<file path="config.mk">
export PLATFORM = sky130hd
export DESIGN_NAME = spi_master_byte_shifter_unit
export DESIGN_NICKNAME = d
export VERILOG_FILES = /design/src/hw/rtl/smbs_pkg.sv /design/src/hw/rtl/smbs_out_skid.sv /design/src/hw/rtl/spi_master_byte_shifter_unit.sv
export SDC_FILE = /design/constraint.sdc
export NUM_CORES = 1
export LEC_CHECK = 0
export BUFFER_PORTS_ARGS = -buffer_cell sky130_fd_sc_hd__clkbuf_2
export CAP_MARGIN = 40
export CORE_ASPECT_RATIO = 0.6
export CORE_MARGIN = 1.5
export CORE_UTILIZATION = 45
export CTS_CLUSTER_SIZE = 25
export DETAILED_ROUTE_END_ITERATION = 12
export PLACE_DENSITY = 0.64
export SLEW_MARGIN = 40
export SYNTH_ARGS = -nofsm -noshare
export SYNTH_HDL_FRONTEND = slang
export SYNTH_SLANG_ARGS = --single-unit
</file>
<file path="constraint.sdc">
create_clock -name aclk -period 3.16 [get_ports aclk]
set_input_delay 0.158 -clock aclk [delete_from_list [all_inputs] [get_ports aclk]]
set_output_delay 0.158 -clock aclk [all_outputs]
set_load 0.03 [all_outputs]
</file>
<file path="src/hw/rtl/smbs_pkg.sv">
// Package for the SPI master byte shifter: word size, register indexes,
// phase encoding and the per-tick result record.
// Depends on nothing; every file of the block imports it.
package smbs_pkg;

    // Bits shifted per SPI word and the width of the bit counter.
    localparam int WORD_BITS = 8;
    localparam int CNT_W     = (WORD_BITS > 1) ? $clog2(WORD_BITS) : 1;

    // Configuration port geometry.
    localparam int CFG_IDX_W  = 3;
    localparam int CFG_DATA_W = 16;
    localparam int DELAY_W    = 16;

    // Configuration register indexes.
    localparam logic [CFG_IDX_W-1:0] REG_CLOCK_POLARITY = 3'd0;
    localparam logic [CFG_IDX_W-1:0] REG_LSB_FIRST      = 3'd1;
    localparam logic [CFG_IDX_W-1:0] REG_SELECT_DELAY   = 3'd2;
    localparam logic [CFG_IDX_W-1:0] REG_SETUP_DELAY    = 3'd3;
    localparam logic [CFG_IDX_W-1:0] REG_SAMPLE_DELAY   = 3'd4;

    // Sequencer phases, one-hot.
    typedef enum logic [3:0] {
        PH_IDLE   = 4'b0001,
        PH_SELECT = 4'b0010,
        PH_SETUP  = 4'b0100,
        PH_ASSERT = 4'b1000
    } phase_t;

    // One result per tick.
    typedef struct packed {
        logic       sck_level;
        logic       mosi_level;
        logic       busy_res;
        logic       done_res;
        logic [7:0] rx_byte;
    } result_t;

endpackage

</file>
<file path="src/hw/rtl/smbs_out_skid.sv">
// Output stage of the SPI master byte shifter: a result register with a
// one-entry skid register, so a tick is taken while a result waits.
// Depends on smbs_pkg for the result record.
module smbs_out_skid
    import smbs_pkg::*;
(
    input  logic    aclk,
    input  logic    aresetn,
    input  logic    in_valid,
    output logic    in_ready,
    input  result_t in_data,
    output logic    out_valid,
    input  logic    out_ready,
    output result_t out_data
);

    logic    out_valid_reg;
    logic    skid_valid_reg;
    result_t out_data_reg;
    result_t skid_data_reg;
    logic    in_fire;

    // The skid entry is the only thing that can hold off the input side.
    assign in_ready  = !skid_valid_reg;
    assign in_fire   = in_valid && in_ready;
    assign out_valid = out_valid_reg;
    assign out_data  = out_data_reg;

    // Control: refill the output register from the skid first, else from the input.
    always_ff @(posedge aclk) begin
        if (!aresetn) begin
            out_valid_reg  <= 1'b0;
            skid_valid_reg <= 1'b0;
        end else if (!out_valid_reg || out_ready) begin
            out_valid_reg  <= skid_valid_reg || in_fire;
            skid_valid_reg <= 1'b0;
        end else if (in_fire) begin
            skid_valid_reg <= 1'b1;
        end
    end

    // Payload follows the same selection and needs no reset.
    always_ff @(posedge aclk) begin
        if (!out_valid_reg || out_ready) begin
            if (skid_valid_reg) begin
                out_data_reg <= skid_data_reg;
            end else if (in_fire) begin
                out_data_reg <= in_data;
            end
        end else if (in_fire) begin
            skid_data_reg <= in_data;
        end
    end

endmodule

</file>
<file path="src/hw/rtl/spi_master_byte_shifter_unit.sv">
// Top level of the tick-driven SPI master byte shifter: configuration
// registers, the phase sequencer and the output stage.
// Depends on smbs_pkg and smbs_out_skid.
//
// Each input item is one tick of the pin-level SPI sequencer. The pin
// levels, busy, done and received byte of a taken tick are registered in
// the output register; one tick is taken every cycle for as long as the
// output side keeps up, and the one-entry skid register lets one further
// tick in while a result is held. A transfer
// started by a tick with mode set lasts select_delay + 1 ticks followed, for
// each of the eight bits, by setup_delay + 1 and sample_delay + 1 ticks.
// Configuration writes take effect on the next clock; delay changes apply
// the next time a phase is entered, polarity and bit order at once.
module spi_master_byte_shifter_unit
    import smbs_pkg::*;
(
    input  logic                  aclk,
    input  logic                  aresetn,
    // Configuration write port.
    input  logic                  cfg_wr_en,
    input  logic [CFG_IDX_W-1:0]  cfg_index,
    input  logic [CFG_DATA_W-1:0] cfg_wdata,
    // Tick input channel.
    input  logic                  s_valid,
    output logic                  s_ready,
    input  logic                  s_mode,
    input  logic [7:0]            s_tx_byte,
    input  logic                  s_miso_level,
    // Result channel.
    output logic                  m_valid,
    input  logic                  m_ready,
    output logic                  m_sck_level,
    output logic                  m_mosi_level,
    output logic                  m_busy_res,
    output logic                  m_done_res,
    output logic [7:0]            m_rx_byte
);

    localparam logic [CNT_W-1:0] LAST_BIT = CNT_W'(WORD_BITS - 1);

    // Configuration registers.
    logic               clock_polarity_reg;
    logic               lsb_first_reg;
    logic [DELAY_W-1:0] select_delay_reg;
    logic [DELAY_W-1:0] setup_delay_reg;
    logic [DELAY_W-1:0] sample_delay_reg;

    // Sequencer state.
    phase_t               phase_reg, phase_next;
    logic [CNT_W-1:0]     bit_count_reg, bit_count_next;
    logic [DELAY_W-1:0]   wait_count_reg, wait_count_next;
    logic [WORD_BITS-1:0] tx_shift_reg, tx_shift_next;
    logic [WORD_BITS-1:0] rx_shift_reg, rx_shift_next;
    logic [WORD_BITS-1:0] rx_hold_reg, rx_hold_next;
    logic                 mosi_out_reg, mosi_out_next;

    logic             s_fire;
    logic             done_next;
    logic [CNT_W-1:0] bit_pos;
    logic [CNT_W-1:0] next_pos;
    result_t          result_next;
    result_t          result_out;

    // Configuration writes; an index beyond the list is ignored.
    always_ff @(posedge aclk) begin
        if (!aresetn) begin
            clock_polarity_reg <= 1'b0;
            lsb_first_reg      <= 1'b0;
            select_delay_reg   <= DELAY_W'(1);
            setup_delay_reg    <= DELAY_W'(1);
            sample_delay_reg   <= DELAY_W'(1);
        end else if (cfg_wr_en) begin
            case (cfg_index)
                REG_CLOCK_POLARITY: clock_polarity_reg <= cfg_wdata[0];
                REG_LSB_FIRST:      lsb_first_reg      <= cfg_wdata[0];
                REG_SELECT_DELAY:   select_delay_reg   <= cfg_wdata[DELAY_W-1:0];
                REG_SETUP_DELAY:    setup_delay_reg    <= cfg_wdata[DELAY_W-1:0];
                REG_SAMPLE_DELAY:   sample_delay_reg   <= cfg_wdata[DELAY_W-1:0];
                default: begin
                end
            endcase
        end
    end

    assign s_fire = s_valid && s_ready;

    // Bit position of the current bit and of the one after it, in the live order.
    assign bit_pos  = lsb_first_reg ? bit_count_reg : (LAST_BIT - bit_count_reg);
    assign next_pos = lsb_first_reg ? (bit_count_reg + CNT_W'(1))
                                    : (LAST_BIT - bit_count_reg - CNT_W'(1));

    // Phase sequencer: one step per tick.
    always_comb begin
        phase_next      = phase_reg;
        bit_count_next  = bit_count_reg;
        wait_count_next = wait_count_reg;
        tx_shift_next   = tx_shift_reg;
        rx_shift_next   = rx_shift_reg;
        rx_hold_next    = rx_hold_reg;
        mosi_out_next   = mosi_out_reg;
        done_next       = 1'b0;
        if (phase_reg == PH_IDLE) begin
            if (s_mode) begin
                tx_shift_next   = WORD_BITS'(s_tx_byte);
                rx_shift_next   = '0;
                bit_count_next  = '0;
                wait_count_next = select_delay_reg;
                phase_next      = PH_SELECT;
            end
        end else if (wait_count_reg != '0) begin
            wait_count_next = wait_count_reg - DELAY_W'(1);
        end else begin
            case (phase_reg)
                PH_SELECT: begin
                    mosi_out_next   = tx_shift_reg[bit_pos];
                    wait_count_next = setup_delay_reg;
                    phase_next      = PH_SETUP;
                end
                PH_SETUP: begin
                    wait_count_next = sample_delay_reg;
                    phase_next      = PH_ASSERT;
                end
                PH_ASSERT: begin
                    // Each sampled bit lands at its own position only.
                    rx_shift_next[bit_pos] = s_miso_level;
                    if (bit_count_reg == LAST_BIT) begin
                        rx_hold_next   = rx_shift_next;
                        bit_count_next = '0;
                        phase_next     = PH_IDLE;
                        done_next      = 1'b1;
                    end else begin
                        bit_count_next  = bit_count_reg + CNT_W'(1);
                        mosi_out_next   = tx_shift_reg[next_pos];
                        wait_count_next = setup_delay_reg;
                        phase_next      = PH_SETUP;
                    end
                end
                default: begin
                    phase_next = PH_IDLE;
                end
            endcase
        end
    end

    // State advances only on an input transfer.
    always_ff @(posedge aclk) begin
        if (!aresetn) begin
            phase_reg      <= PH_IDLE;
            bit_count_reg  <= '0;
            wait_count_reg <= '0;
            tx_shift_reg   <= '0;
            rx_shift_reg   <= '0;
            rx_hold_reg    <= '0;
            mosi_out_reg   <= 1'b0;
        end else if (s_fire) begin
            phase_reg      <= phase_next;
            bit_count_reg  <= bit_count_next;
            wait_count_reg <= wait_count_next;
            tx_shift_reg   <= tx_shift_next;
            rx_shift_reg   <= rx_shift_next;
            rx_hold_reg    <= rx_hold_next;
            mosi_out_reg   <= mosi_out_next;
        end
    end

    // Pin levels and status as they stand after this tick.
    always_comb begin
        result_next.sck_level  = (phase_next == PH_ASSERT) ? !clock_polarity_reg
                                                           : clock_polarity_reg;
        result_next.mosi_level = mosi_out_next;
        result_next.busy_res   = (phase_next != PH_IDLE);
        result_next.done_res   = done_next;
        result_next.rx_byte    = 8'(rx_hold_next);
    end

    smbs_out_skid u_out_skid (
        .aclk      (aclk),
        .aresetn   (aresetn),
        .in_valid  (s_valid),
        .in_ready  (s_ready),
        .in_data   (result_next),
        .out_valid (m_valid),
        .out_ready (m_ready),
        .out_data  (result_out)
    );

    assign m_sck_level  = result_out.sck_level;
    assign m_mosi_level = result_out.mosi_level;
    assign m_busy_res   = result_out.busy_res;
    assign m_done_res   = result_out.done_res;
    assign m_rx_byte    = result_out.rx_byte;

    // A tick that completes a word leaves the sequencer idle.
    assert property (@(posedge aclk) disable iff (!aresetn)
        (s_fire && done_next) |=> (phase_reg == PH_IDLE))
        else $error("sequencer not idle after the last bit");

    // Without an input transfer the sequencer holds still.
    assert property (@(posedge aclk) disable iff (!aresetn)
        !s_fire |=> ($stable(phase_reg) && $stable(wait_count_reg)
                     && $stable(bit_count_reg)))
        else $error("sequencer moved without an input transfer");

    // A done result never reports busy.
    assert property (@(posedge aclk) disable iff (!aresetn)
        (m_valid && m_done_res) |-> !m_busy_res)
        else $error("done result reported as busy");

endmodule

</file>
# Yosys cells after proc, flatten, opt, wreduce, memory -nomap -nowiden
# Cells that the tools add are included.
totals:
  register_bits: 124
  in_bits: 34
  output_inout_bits: 14
op_classes:
  add_sub_neg: 4
  magnitude_cmp: 3
  n_eq_ne: 14
  n_mux: 43
  bitwise_logic: 2
  n_reduce_logical: 23
op_table:
  columns: ["cell", "count"]
  rows:
  - ["16-bit two-way mux", 4]
  - ["8-bit two-way mux", 8]
  - ["16-bit case mux with 3 select lines", 1]
  - ["12-bit two-way mux", 2]
  - ["3-bit two-way mux", 8]
  - ["16-bit nonzero test", 1]
  - ["16-bit by 1-bit subtractor with 16-bit output, second input constant", 1]
  - ["2-bit AND reduction", 7]
  - ["4-bit two-way mux", 3]
  - ["4-bit case mux with 3 select lines", 1]
  - ["1-bit two-way mux", 11]
  - ["8-bit bitwise mux", 1]
  - ["4-bit equality test, second input constant", 2]
  - ["3-bit by 4-bit less-than comparator with 1-bit output, second input constant", 2]
  - ["4-bit AND reduction", 2]
  - ["1-bit binary-select mux with 3-bit select", 2]
  - ["3-bit by 2-bit equality test with 1-bit output, second input constant", 2]
  - ["3-bit equality test, second input constant", 2]
  - ["5-bit nonzero test", 1]
  - ["4-bit by 1-bit equality test with 1-bit output, second input constant", 1]
  - ["4-bit by 2-bit equality test with 1-bit output, second input constant", 1]
  - ["4-bit by 3-bit equality test with 1-bit output, second input constant", 1]
  - ["2-bit != test, second input constant", 2]
  - ["4-bit by 1-bit != test with 1-bit output, second input constant", 1]
  - ["16 further kinds", 22]

# Longest topological paths before layout
# Gate-level depths: netlist (run 1).
depth:
  depth_word: 13
  ltp_mapped: 11
  mapped_depth_nobuf: 8

# Modules after synthesis
# Synthesis (run 1) repeated with hierarchy kept, for this count alone.
hier_totals:
  hier_cells: 738
  area_unflattened_um2: 6481.2
by_module_without_submodules:
  columns: ["module", "n_inst", "cells_each", "area_each_um2", "seq_area_each_um2"]
  rows:
  - ["spi_master_byte_shifter_unit", 1, 691, 5482.8, 1961.9]
  - ["smbs_out_skid", 1, 47, 998.5, 760.7]

# Least setup slack after synthesis (run 1)
# OpenSTA, ideal clock, no wires.
synth_path:
  path_kind: "reg2reg"
  startpoint: "register wait_count_reg[0]"
  endpoint: "register wait_count_reg[14]"
  setup_ns: 0.132
  arrival_ns: 2.596
  t_required_ns: 3.028
  setup_slack_ns: 0.432
  stages_incl_launch_ff: 12
  n_path_buf: 3
  synth_period_minus_slack_ns: 2.728
  cell_sequence: "dfxtp_1 -> inv_1 -> ha_1 -> or3b_2 -> or4_4 -> or3_1 -> buf_4 -> o21a_1 -> buf_6 -> buf_6 -> o211ai_1 -> a21oi_1"
synth_via:
  elab_chain_len: 3
  elab_cells_between_ends: 7
  classes_between: "add/sub (1); eq/ne (1); mux (2); reduce/logical (3)"
synth_rtl:
  columns: ["item", "line_no", "rtl"]
  rows:
  - ["start, declared", "spi_master_byte_shifter_unit.sv:51", "logic [DELAY_W-1:0] wait_count_reg, wait_count_next;"]
  - ["start signal, assigned", "spi_master_byte_shifter_unit.sv:158", "wait_count_reg <= wait_count_next;"]
  - ["16-bit by 1-bit subtractor with 16-bit output / 16-bit nonzero test (equally long branches)", "spi_master_byte_shifter_unit.sv:111, spi_master_byte_shifter_unit.sv:110", null]
  - ["16-bit two-way mux, or another cell as far along", "spi_master_byte_shifter_unit.sv:110", "end else if (wait_count_reg != '0) begin"]
  - ["16-bit two-way mux / 4-bit AND reduction (equally long branches)", null, null]
# Several ways; a longest one is shown, not always the timed one.
# A chain may end at the register's enable or synchronous reset.

# Worst setup path after layout (run 1)
layout_path:
  startpoint: "register wait_count_reg[0]"
  endpoint: "register u_out_skid.out_data_reg (netlist bit u_out_skid.out_data[10]) (data pin)"
layout_via:
  elab_chain_len: 5
layout_rtl:
  columns: ["item", "line_no", "rtl"]
  rows:
  - ["16-bit nonzero test", "spi_master_byte_shifter_unit.sv:110", null]
  - ["1-bit two-way mux", "spi_master_byte_shifter_unit.sv:110", null]
  - ["1-bit two-way mux", "spi_master_byte_shifter_unit.sv:102", "if (phase_reg == PH_IDLE) begin"]
  - ["12-bit two-way mux", "smbs_out_skid.sv:47", "end else if (in_fire) begin"]
  - ["12-bit two-way mux", "smbs_out_skid.sv:45", "if (skid_valid_reg) begin"]
  - ["end signal, assigned", "smbs_out_skid.sv:46", "out_data_reg <= skid_data_reg;"]
  - ["end signal, assigned", "smbs_out_skid.sv:48", "out_data_reg <= in_data;"]
  - ["end, declared", "smbs_out_skid.sv:19", "result_t out_data_reg;"]
# No other way between the ends. The select of a mux whose other input is x is not followed.

==> results of run 1 <==
power by group through the flow:
stage / logic [mW] / clock network (mW) / registers, mW
6_report: 0.603 / 1.84 / 1.73
5_1_grt: 0.667 / 1.95 / 1.74
4_1_cts: 0.596 / 1.87 / 1.73
3_5_place_dp: 0.571 / 0 / 1.76
3_3_place_gp: 0.560 / 0 / 1.76
2_1_floorplan: 0.398 / 0 / 1.76
logic make-up after synthesis:
group / count (synthesis) / share of synthesized area, %
compound gates: 200 / 19.4
flops: 124 / 43.0
fa+ha+maj: 5 / 0.989
simple gates: 317 / 23.7
buf+inv: 70 / 4.61
xor+xnor: 8 / 1.11
mux: 43 / 7.18
path summary, 6_finish.rpt:
| check | start | end | slack [ns] | cells after the start |
|---|---|---|---|---|
| worst min register to register | rx_hold_reg[4]$_SDFFE_PN0P_ | rx_hold_reg[4]$_SDFFE_PN0P_ | 0.45 | 2 |
| worst max-delay path | wait_count_reg[0]$_SDFFE_PN0P_ | u_out_skid.out_data[10]$_DFFE_PP_ | 0.21 | 9 |
| worst max register to register | wait_count_reg[0]$_SDFFE_PN0P_ | u_out_skid.out_data[10]$_DFFE_PP_ | 0.21 | 9 |
| worst min-delay path | cfg_wdata[9] | setup_delay_reg[9]$_SDFFE_PN0P_ | 0.04 | 3 |
layer usage:
metal  GRT usage, %  share of wire, %
met5              0                 0
met3           5.46               8.9
met2           34.5                40
met4           4.52              0.66
met1           36.9                50
cell type report:
type / instances / share of cell area, %
sequential: 124 / 36.4
tap: 192 / 3.21
timing repair buffer: 87 / 8.02
clock buffer: 19 / 6.12
inverter: 9 / 0.451
multi-input combinational: 573 / 44.4
clock inverter: 13 / 1.39
metrics by stage:
step / cells / setup slack [ns] / hold slack, ns / area, sq um
after CTS: 1017 / 0.135 / 0.0213 / 7480
after detailed placement: 964 / 0.158 / 0.387 / 6710
after global placement: 964 / 0.247 / 0.384 / 6710
after floorplan: 767 / 0.432 / 0.282 / 6330
after global routing: 1017 / 0.107 / 0.0542 / 7490
final: 1017 / 0.208 / 0.0377 / 7490
synthesized netlist by cell type, drive strengths merged (3+ instances only):
library cell / instances / area [sq um]
o21ai: 32 / 171
and3: 9 / 56.3
nand2b: 6 / 37.5
nand3: 17 / 85.1
or4: 4 / 33.8
mux2i: 24 / 240
or3: 7 / 43.8
clkbuf: 53 / 199
nor2: 39 / 146
nor3: 20 / 100
nor4bb: 3 / 30.0
o221a: 5 / 56.3
o211ai: 4 / 30.0
or2: 4 / 25.0
nor4: 9 / 56.3
a221oi: 3 / 26.3
inv: 9 / 33.8
a211oi: 11 / 87.6
a31oi: 6 / 37.5
nand3b: 5 / 37.5
nor2b: 13 / 81.3
o21a: 4 / 30.0
o221ai: 3 / 26.3
dfxtp: 100 / 2000
o22ai: 8 / 50.1
ha: 5 / 62.6
xnor2: 4 / 35.0
a22oi: 5 / 37.5
buf: 8 / 58.8
nand2: 162 / 608
a21oi: 98 / 490
edfxtp: 24 / 721
nor4b: 7 / 61.3
xor2: 4 / 35.0
mux2: 19 / 214
critical path, stage by stage, from the launching register on:
cell and delay [ns]:
dfxtp_1 0.34, inv_1 0.08, ha_1 0.19, or3b_2 0.52
or4_4 0.54, or3_1 0.45, buf_4 0.20, o21ai_1 0.18
o21a_1 0.13, o31ai_1 0.06
what timing repair did:
action	CTS	global route
resized for setup	0	1
hold buffers	21	0
endpoints found under the setup margin	0	8
hold endpoints to repair	33	0
==> metrics.csv, run 1 <==
metric,value,unit
Worst setup SP type,flip-flop,
total power,4.18,mW
minimum clock period after layout,2.95,ns
drt drc,0,
Port Buffers,47,
synthesis-to-finish area growth,18.3,%
Max transition margin,46.2,%
Syn Std Cell Area,0.00633,sq mm
routed length per instance,16.7,microns
Initial Util,46.2,%
Sink Count,124,
Post-synth ARST share,0,%
worst-path fanout max,5,
RSZ-0062 raised after global routing,no,
PD cells,558,mW/mm^2
cell count after synthesis,767,
total negative slack,0,ns
GRT Util Overall,24.2,%
"Top FF cell, synth",dfxtp_1,
die area,0.0148,sq mm
Nets,851,
static leakage,2.68,nW
Reg power frac,41.4,%
post-synthesis register bit count,124,
Fin. Hold Viols,0,
"Net Count, Synth",806,
pin count of the biggest net entering global routing,50,
htree depth,4,
global-route wire length before repair,27700,microns
Max-Cap Viols,0,
clk_lat worst skew,0.41,ns
vias,5879,
CTS buffer count,17,
vias in the first global route,5426,
NetSw,1.21,mW
std cell rows,33,
crit path kind,reg -> reg,
Worst Skew,0.0106,ns
Max Slew Vio Count,0,
arrival time at the worst endpoint,3.10,ns
Power Internal,2.97,mW
final critical-path share of the clock period,93.4,%
CTS max path bufs,2,
status,"finished, final reports clean",
vias per cell,5.78,
Finish-stage setup viols,0,
Mapped Avg Cell Area,8.25,sq um
"Reg clk slew, reported paths",0.06,ns
GPL Wtd Cong,0.883,
Final Core Density,54.6,%
Clock power frac,44.2,%
Core Box Area,0.0137,sq mm
CTS root buf,clkbuf_16,
switching share of total power,28.8,%
postcts setup bufs,0,
Die Y,94.9,microns
layout cells sized above 1,16.1,%
VDD IR max,0.000358,V
io pins,48,
ANT nets after route,0,
Syn. warnings,0,
sequential area share after synthesis,43.0,%
CTS tree,done,
Combinational Power Share,14.4,%
# fillers,1272,
die width,156,microns
number of library cell types mapped by synthesis,69,
WL final,17000,microns
1st-pass router iterations,5,
Worst Max-Slew Pin Slew,0.805,ns
Hold Path Class,in -> reg,
area of the multi-input gates,0.00333,sq mm
Detailed Place HPWL,11800,microns
"EDFF count, synth",24,
"leading cell type in the layout, fill and taps excluded",nand2_1,
GRT overflow,0,
Antenna Cells,0,
Seq. cell area,0.00272,sq mm
most frequent cells in the layout,"nand2_1, dfxtp_1, a21oi_1",
fmax,339,MHz
initial drt markers,405,
CP required,3.31,ns
Worst setup EP type,flip-flop,
initial antenna violation count,0,
Power figures use the tool's default switching activity.
==> run 2: changes to the inputs <==
ABC_CLOCK_PERIOD_IN_PS = 3160   (was unset)
HOLD_SLACK_MARGIN = 0.15   (was unset)
==> run 2 against run 1 <==
Sequential cell count unchanged. Sequential power about the same. Sequential share of layout area is 0.43 points lower. Global-route usage rose by 0.11 points. Worst setup slack better by 0.010 ns. Power up 0.22%. Routed wire length is 0.62% higher. Clock power about the same. Hold slack better by 0.18 ns. Combinational power is 2% higher.
==> metrics.csv, run 2 (same netlist as run 1, synthesis figures left out) <==
metric,value,unit
status,"finished, final reports clean",
global-route wire length before repair,27900,microns
postcts setup bufs,0,
Max stage delay on crit path,0.53,ns
GRT Util Overall,24.3,%
VDD IR max,0.000357,V
most frequent cells in the layout,"nand2_1, dfxtp_1, a21oi_1",
final critical-path share of the clock period,93.1,%
# fillers,1255,
Antenna Cells,0,
Reg power frac,41.3,%
Clock power frac,44.0,%
total negative slack,0,ns
worst-path fanout max,5,
"delay-heaviest family, CP",simple AND/OR/NAND/NOR gates,
crit path kind,reg -> reg,
arrival time at the worst endpoint,3.09,ns
routed length per instance,16.6,microns
r2r endpoint,u_out_skid.out_data[10]$_DFFE_PP_,
htree depth,4,
Initial Util,46.2,%
placed cell area,0.00671,sq mm
Worst Max-Slew Pin Slew,0.826,ns
area of the multi-input gates,0.00333,sq mm
Max Slew Vio Count,0,
reg2reg path depth,9,
switching share of total power,28.8,%
Core Box Area,0.0137,sq mm
CTS tree,done,
NetSw,1.21,mW
Worst path slowest cell,or4_4,
Worst setup SP type,flip-flop,
std cell rows,33,
critical path cell sequence,"inv_1, ha_1, or3b_2, or4_4, or3_1, buf_4, o21ai_1, o21a_1, o31ai_1",
worst path bufs/invs,2,
Finish-stage setup viols,0,
Sink Count,124,
vias,5912,
PD cells,553,mW/mm^2
die width,156,microns
WL final,17100,microns
Hold Path Class,in -> reg,
Nets,860,
Hold Path Origin,cfg_wr_en,
vias in the first global route,5508,
die area,0.0148,sq mm
total power,4.19,mW
CTS root buf,clkbuf_16,
Worst setup EP type,flip-flop,
Final Core Density,55.3,%
hold path depth,4,
Max transition margin,44.4,%
layout cells sized above 1,15.9,%
CTS max path bufs,2,
1st-pass router iterations,5,
worst reg2reg path startpoint,wait_count_reg[0]$_SDFFE_PN0P_,
Worst Skew,0.0108,ns
Die Y,94.9,microns
minimum clock period after layout,2.94,ns
Combinational Power Share,14.6,%
"Reg clk slew, reported paths",0.06,ns
Seq. cell area,0.00272,sq mm
fmax,340,MHz
RSZ-0062 raised after global routing,no,
Port Buffers,47,
Fin. Hold Viols,0,
Max-Cap Viols,0,
drt drc,0,
vias per cell,5.76,
static leakage,2.72,nW
"leading cell type in the layout, fill and taps excluded",nand2_1,
synthesis-to-finish area growth,19.7,%
CP required,3.31,ns
initial drt markers,433,
ANT nets after route,0,
pin count of the biggest net entering global routing,50,
CTS buffer count,17,
GPL Wtd Cong,0.883,
Finished Cell Area,0.00758,sq mm
initial antenna violation count,0,
worst hold endpoint,clock_polarity_reg$_SDFFE_PN0P_,
Detailed Place HPWL,11800,microns
clk_lat worst skew,0.41,ns
Power Internal,2.98,mW
io pins,48,
"reg-to-reg slack, setup",0.22,ns
GRT overflow,0,
-- run 2: worst reg2reg max path: stages, from the launching register on --
cell and delay, ns:
dfxtp_1 0.33, inv_1 0.08, ha_1 0.19, or3b_2 0.52, or4_4 0.53, or3_1 0.45
buf_4 0.20, o21ai_1 0.18, o21a_1 0.13, o31ai_1 0.06
-- run 2: power by group through the flow --
stage	clock network, mW	logic [mW]	registers [mW]
after floorplan	0	0.398	1.76
after global placement	0	0.560	1.76
after detailed placement	0	0.571	1.76
after CTS	1.87	0.604	1.73
after global routing	1.95	0.676	1.74
final	1.84	0.613	1.73
-- run 2: layer usage --
| metal | track usage, % | routed length (microns) |
|---|---|---|
| met2 | 34.9 | 6990 |
| met4 | 4.68 | 110 |
| met3 | 5.46 | 1370 |
| met1 | 36.9 | 8600 |
| met5 | 0 | 0 |
-- run 2: what timing repair did --
action | CTS | global route
hold buffers | 30 | 0
setup endpoints to repair | 0 | 8
resized for setup | 0 | 1
endpoints found under the hold margin | 60 | 0
-- run 2: cell type report --
type                            instances  share of cell area (%)
Multi-Input combinational cell        573                    43.9
Sequential cell                       124                    35.9
Timing Repair Buffer                   96                    9.12
Clock buffer                           19                    6.04
Tap cell                              192                    3.17
Clock inverter                         13                    1.37
Inverter                                9                   0.446
-- run 2: metrics by stage --
step           cells  hold slack (ns)  setup WS [ns]
2_1_floorplan    767            0.282          0.432
3_3_place_gp     964            0.384          0.247
3_5_place_dp     964            0.387          0.158
4_1_cts         1026            0.204          0.135
5_1_grt         1026            0.254          0.107
6_report        1026            0.218          0.218
-- run 2: worst max-delay path by stage --
| stage | from | to | cells after the start |
|---|---|---|---|
| final | wait_count_reg[0]$_SDFFE_PN0P_ | u_out_skid.out_data[10]$_DFFE_PP_ | 9 |
| after floorplan | wait_count_reg[0]$_SDFFE_PN0P_ | wait_count_reg[14]$_SDFFE_PN0P_ | 11 |
| after detailed placement | wait_count_reg[0]$_SDFFE_PN0P_ | wait_count_reg[7]$_SDFFE_PN0P_ | 8 |
| after global placement | wait_count_reg[0]$_SDFFE_PN0P_ | wait_count_reg[14]$_SDFFE_PN0P_ | 8 |
| after global routing | wait_count_reg[0]$_SDFFE_PN0P_ | wait_count_reg[13]$_SDFFE_PN0P_ | 8 |
| after CTS | wait_count_reg[0]$_SDFFE_PN0P_ | wait_count_reg[3]$_SDFFE_PN0P_ | 8 |
==> run 3: changes to the inputs <==
--- a/config.mk
+++ b/config.mk
@@ -16,3 +16,3 @@
 export HOLD_SLACK_MARGIN = 0.15
-export PLACE_DENSITY = 0.64
+export PLACE_DENSITY = 0.68
 export SLEW_MARGIN = 40
--- a/constraint.sdc
+++ b/constraint.sdc
@@ -3,2 +3,2 @@
 set_output_delay 0.158 -clock aclk [all_outputs]
-set_load 0.03 [all_outputs]
+set_load 0.1 [all_outputs]
==> run 3 against run 2 <==
Die area is the same. Worst setup slack better by 0.022 ns. Routed wire length rose by 2.3%. Hold slack worse by 0.030 ns. Critical path depth unchanged. Maximum frequency grew 0.74%. Non-clock buffer count is the same. Register-to-register slack better by 0.02 ns. Sequential share of layout area rose by 0.053 points. Cell count is the same.
==> metrics.csv, run 3 (same netlist as run 1, synthesis figures left out) <==
metric,value,unit
status,"finished, final reports clean",
Core Box Area,0.0137,sq mm
vias per cell,5.81,
Worst Skew,0.0113,ns
GPL Wtd Cong,0.902,
Antenna Cells,0,
Max Slew Vio Count,0,
PD cells,566,mW/mm^2
Worst setup EP type,flip-flop,
die area,0.0148,sq mm
routed length per instance,17.0,microns
worst-path fanout max,5,
WL final,17500,microns
1st-pass router iterations,6,
"leading cell type in the layout, fill and taps excluded",nand2_1,
Max transition margin,45.6,%
CTS max path bufs,2,
die width,156,microns
synthesis-to-finish area growth,19.6,%
Max stage delay on crit path,0.53,ns
Fin. Hold Viols,0,
Worst Max-Slew Pin Slew,0.809,ns
ANT nets after route,0,
VDD IR max,0.000378,V
CTS root buf,clkbuf_16,
static leakage,2.72,nW
RSZ-0062 raised after global routing,no,
WHS,0.188,ns
worst path bufs/invs,2,
Initial Util,46.2,%
total negative slack,0,ns
most frequent cells in the layout,"nand2_1, dfxtp_1, a21oi_1",
total power,4.28,mW
drt drc,0,
clk_lat worst skew,0.41,ns
Final Core Density,55.2,%
final critical-path share of the clock period,92.4,%
Detailed Place HPWL,12100,microns
minimum clock period after layout,2.92,ns
io pins,48,
vias in the first global route,5555,
Port Buffers,47,
Worst setup SP type,flip-flop,
std cell rows,33,
Sink Count,124,
"delay-heaviest family, CP",simple AND/OR/NAND/NOR gates,
Max-Cap Viols,0,
initial antenna violation count,0,
Finish-stage setup viols,0,
pin count of the biggest net entering global routing,50,
Nets,860,
htree depth,4,
CTS buffer count,17,
initial drt markers,647,
GRT overflow,0,
vias,5957,
critical path cell sequence,"inv_1, ha_1, or3b_2, or4_4, or3_1, buf_4, o21ai_1, o21a_1, o31ai_1",
CTS tree,done,
fmax,342,MHz
crit path kind,reg -> reg,
global-route wire length before repair,28300,microns
Hold Path Class,in -> reg,
Worst path slowest cell,or3b_2,
arrival time at the worst endpoint,3.06,ns
"Reg clk slew, reported paths",0.06,ns
CP required,3.30,ns
Die Y,94.9,microns
layout cells sized above 1,16.1,%
GRT Util Overall,24.6,%
run 3: cell count changes in the layout (fill, tap and decap cells not counted):
cell | previous run | this run
dlygate4sd3_1 | 30 | 29
clkbuf_16 | 18 | 17
inv_4 | 1 | 3
buf_12 | 1 | 0
bufinv_16 | 0 | 1
clkinv_2 | 2 | 1
clkinv_4 | 2 | 1
buf_4 | 18 | 20
run 3: power breakdown:
part	internal (mW)	switching (mW)	total [mW]	leakage [nW]
registers	1.67	0.0605	1.73	1.05
logic	0.229	0.433	0.662	1.39
clock network	1.11	0.781	1.89	0.279
total	3.01	1.27	4.28	2.72
run 3: per-layer routing:
layer	up-vias	track usage (%)	share of wire (%)
li1	2856	-	-
met1	2785	36.2	48
met2	290	35.5	40
met3	26	6.01	10
met4	0	6.75	1.2
met5	-	0	0
run 3: final timing paths:
path                                  startpoint  slack, ns                                 to  cells past startpoint
hold reg to reg      rx_hold_reg[0]$_SDFFE_PN0P_       0.45        rx_hold_reg[0]$_SDFFE_PN0P_                      2
hold / removal                      cfg_index[0]       0.19    clock_polarity_reg$_SDFFE_PN0P_                      4
setup / recovery  wait_count_reg[0]$_SDFFE_PN0P_       0.24  u_out_skid.out_data[10]$_DFFE_PP_                      9
setup reg to reg  wait_count_reg[0]$_SDFFE_PN0P_       0.24  u_out_skid.out_data[10]$_DFFE_PP_                      9
run 3: per-stage QoR:
step / instance area (sq um) / std cells / worst slack (ns)
after CTS: 7560 / 1026 / 0.117
after global routing: 7560 / 1026 / 0.0937
after global placement: 6710 / 965 / 0.266
after floorplan: 6330 / 767 / 0.432
after detailed placement: 6710 / 965 / 0.129
final: 7560 / 1026 / 0.240
run 3: layout make-up:
class | instances | area [sq um]
inverters | 9 | 33.8
well taps | 192 | 240
repair buffers | 96 | 676
clock buffers | 18 | 433
flip-flops and latches | 124 | 2720
clock inverters | 14 | 133
fillers | 1246 | 6140
multi-input cells | 573 | 3330
run 3: worst reg2reg max path: cells and delay by family (launching register included):
kind / cells / cell delay, ns
buffers and inverters: 2 / 0.29
adders and majority gates: 1 / 0.20
DFF: 1 / 0.33
and+or+nand+nor: 3 / 1.50
AOI/OAI and AO/OA: 3 / 0.35
run 3: repair_timing:
item | 4_1_cts | 5_1_grt
hold endpoints to repair | 60 | 0
gates resized for setup | 0 | 1
hold buffers | 29 | 0
endpoints found under the setup margin | 0 | 8
buffers inserted | 0 | 0
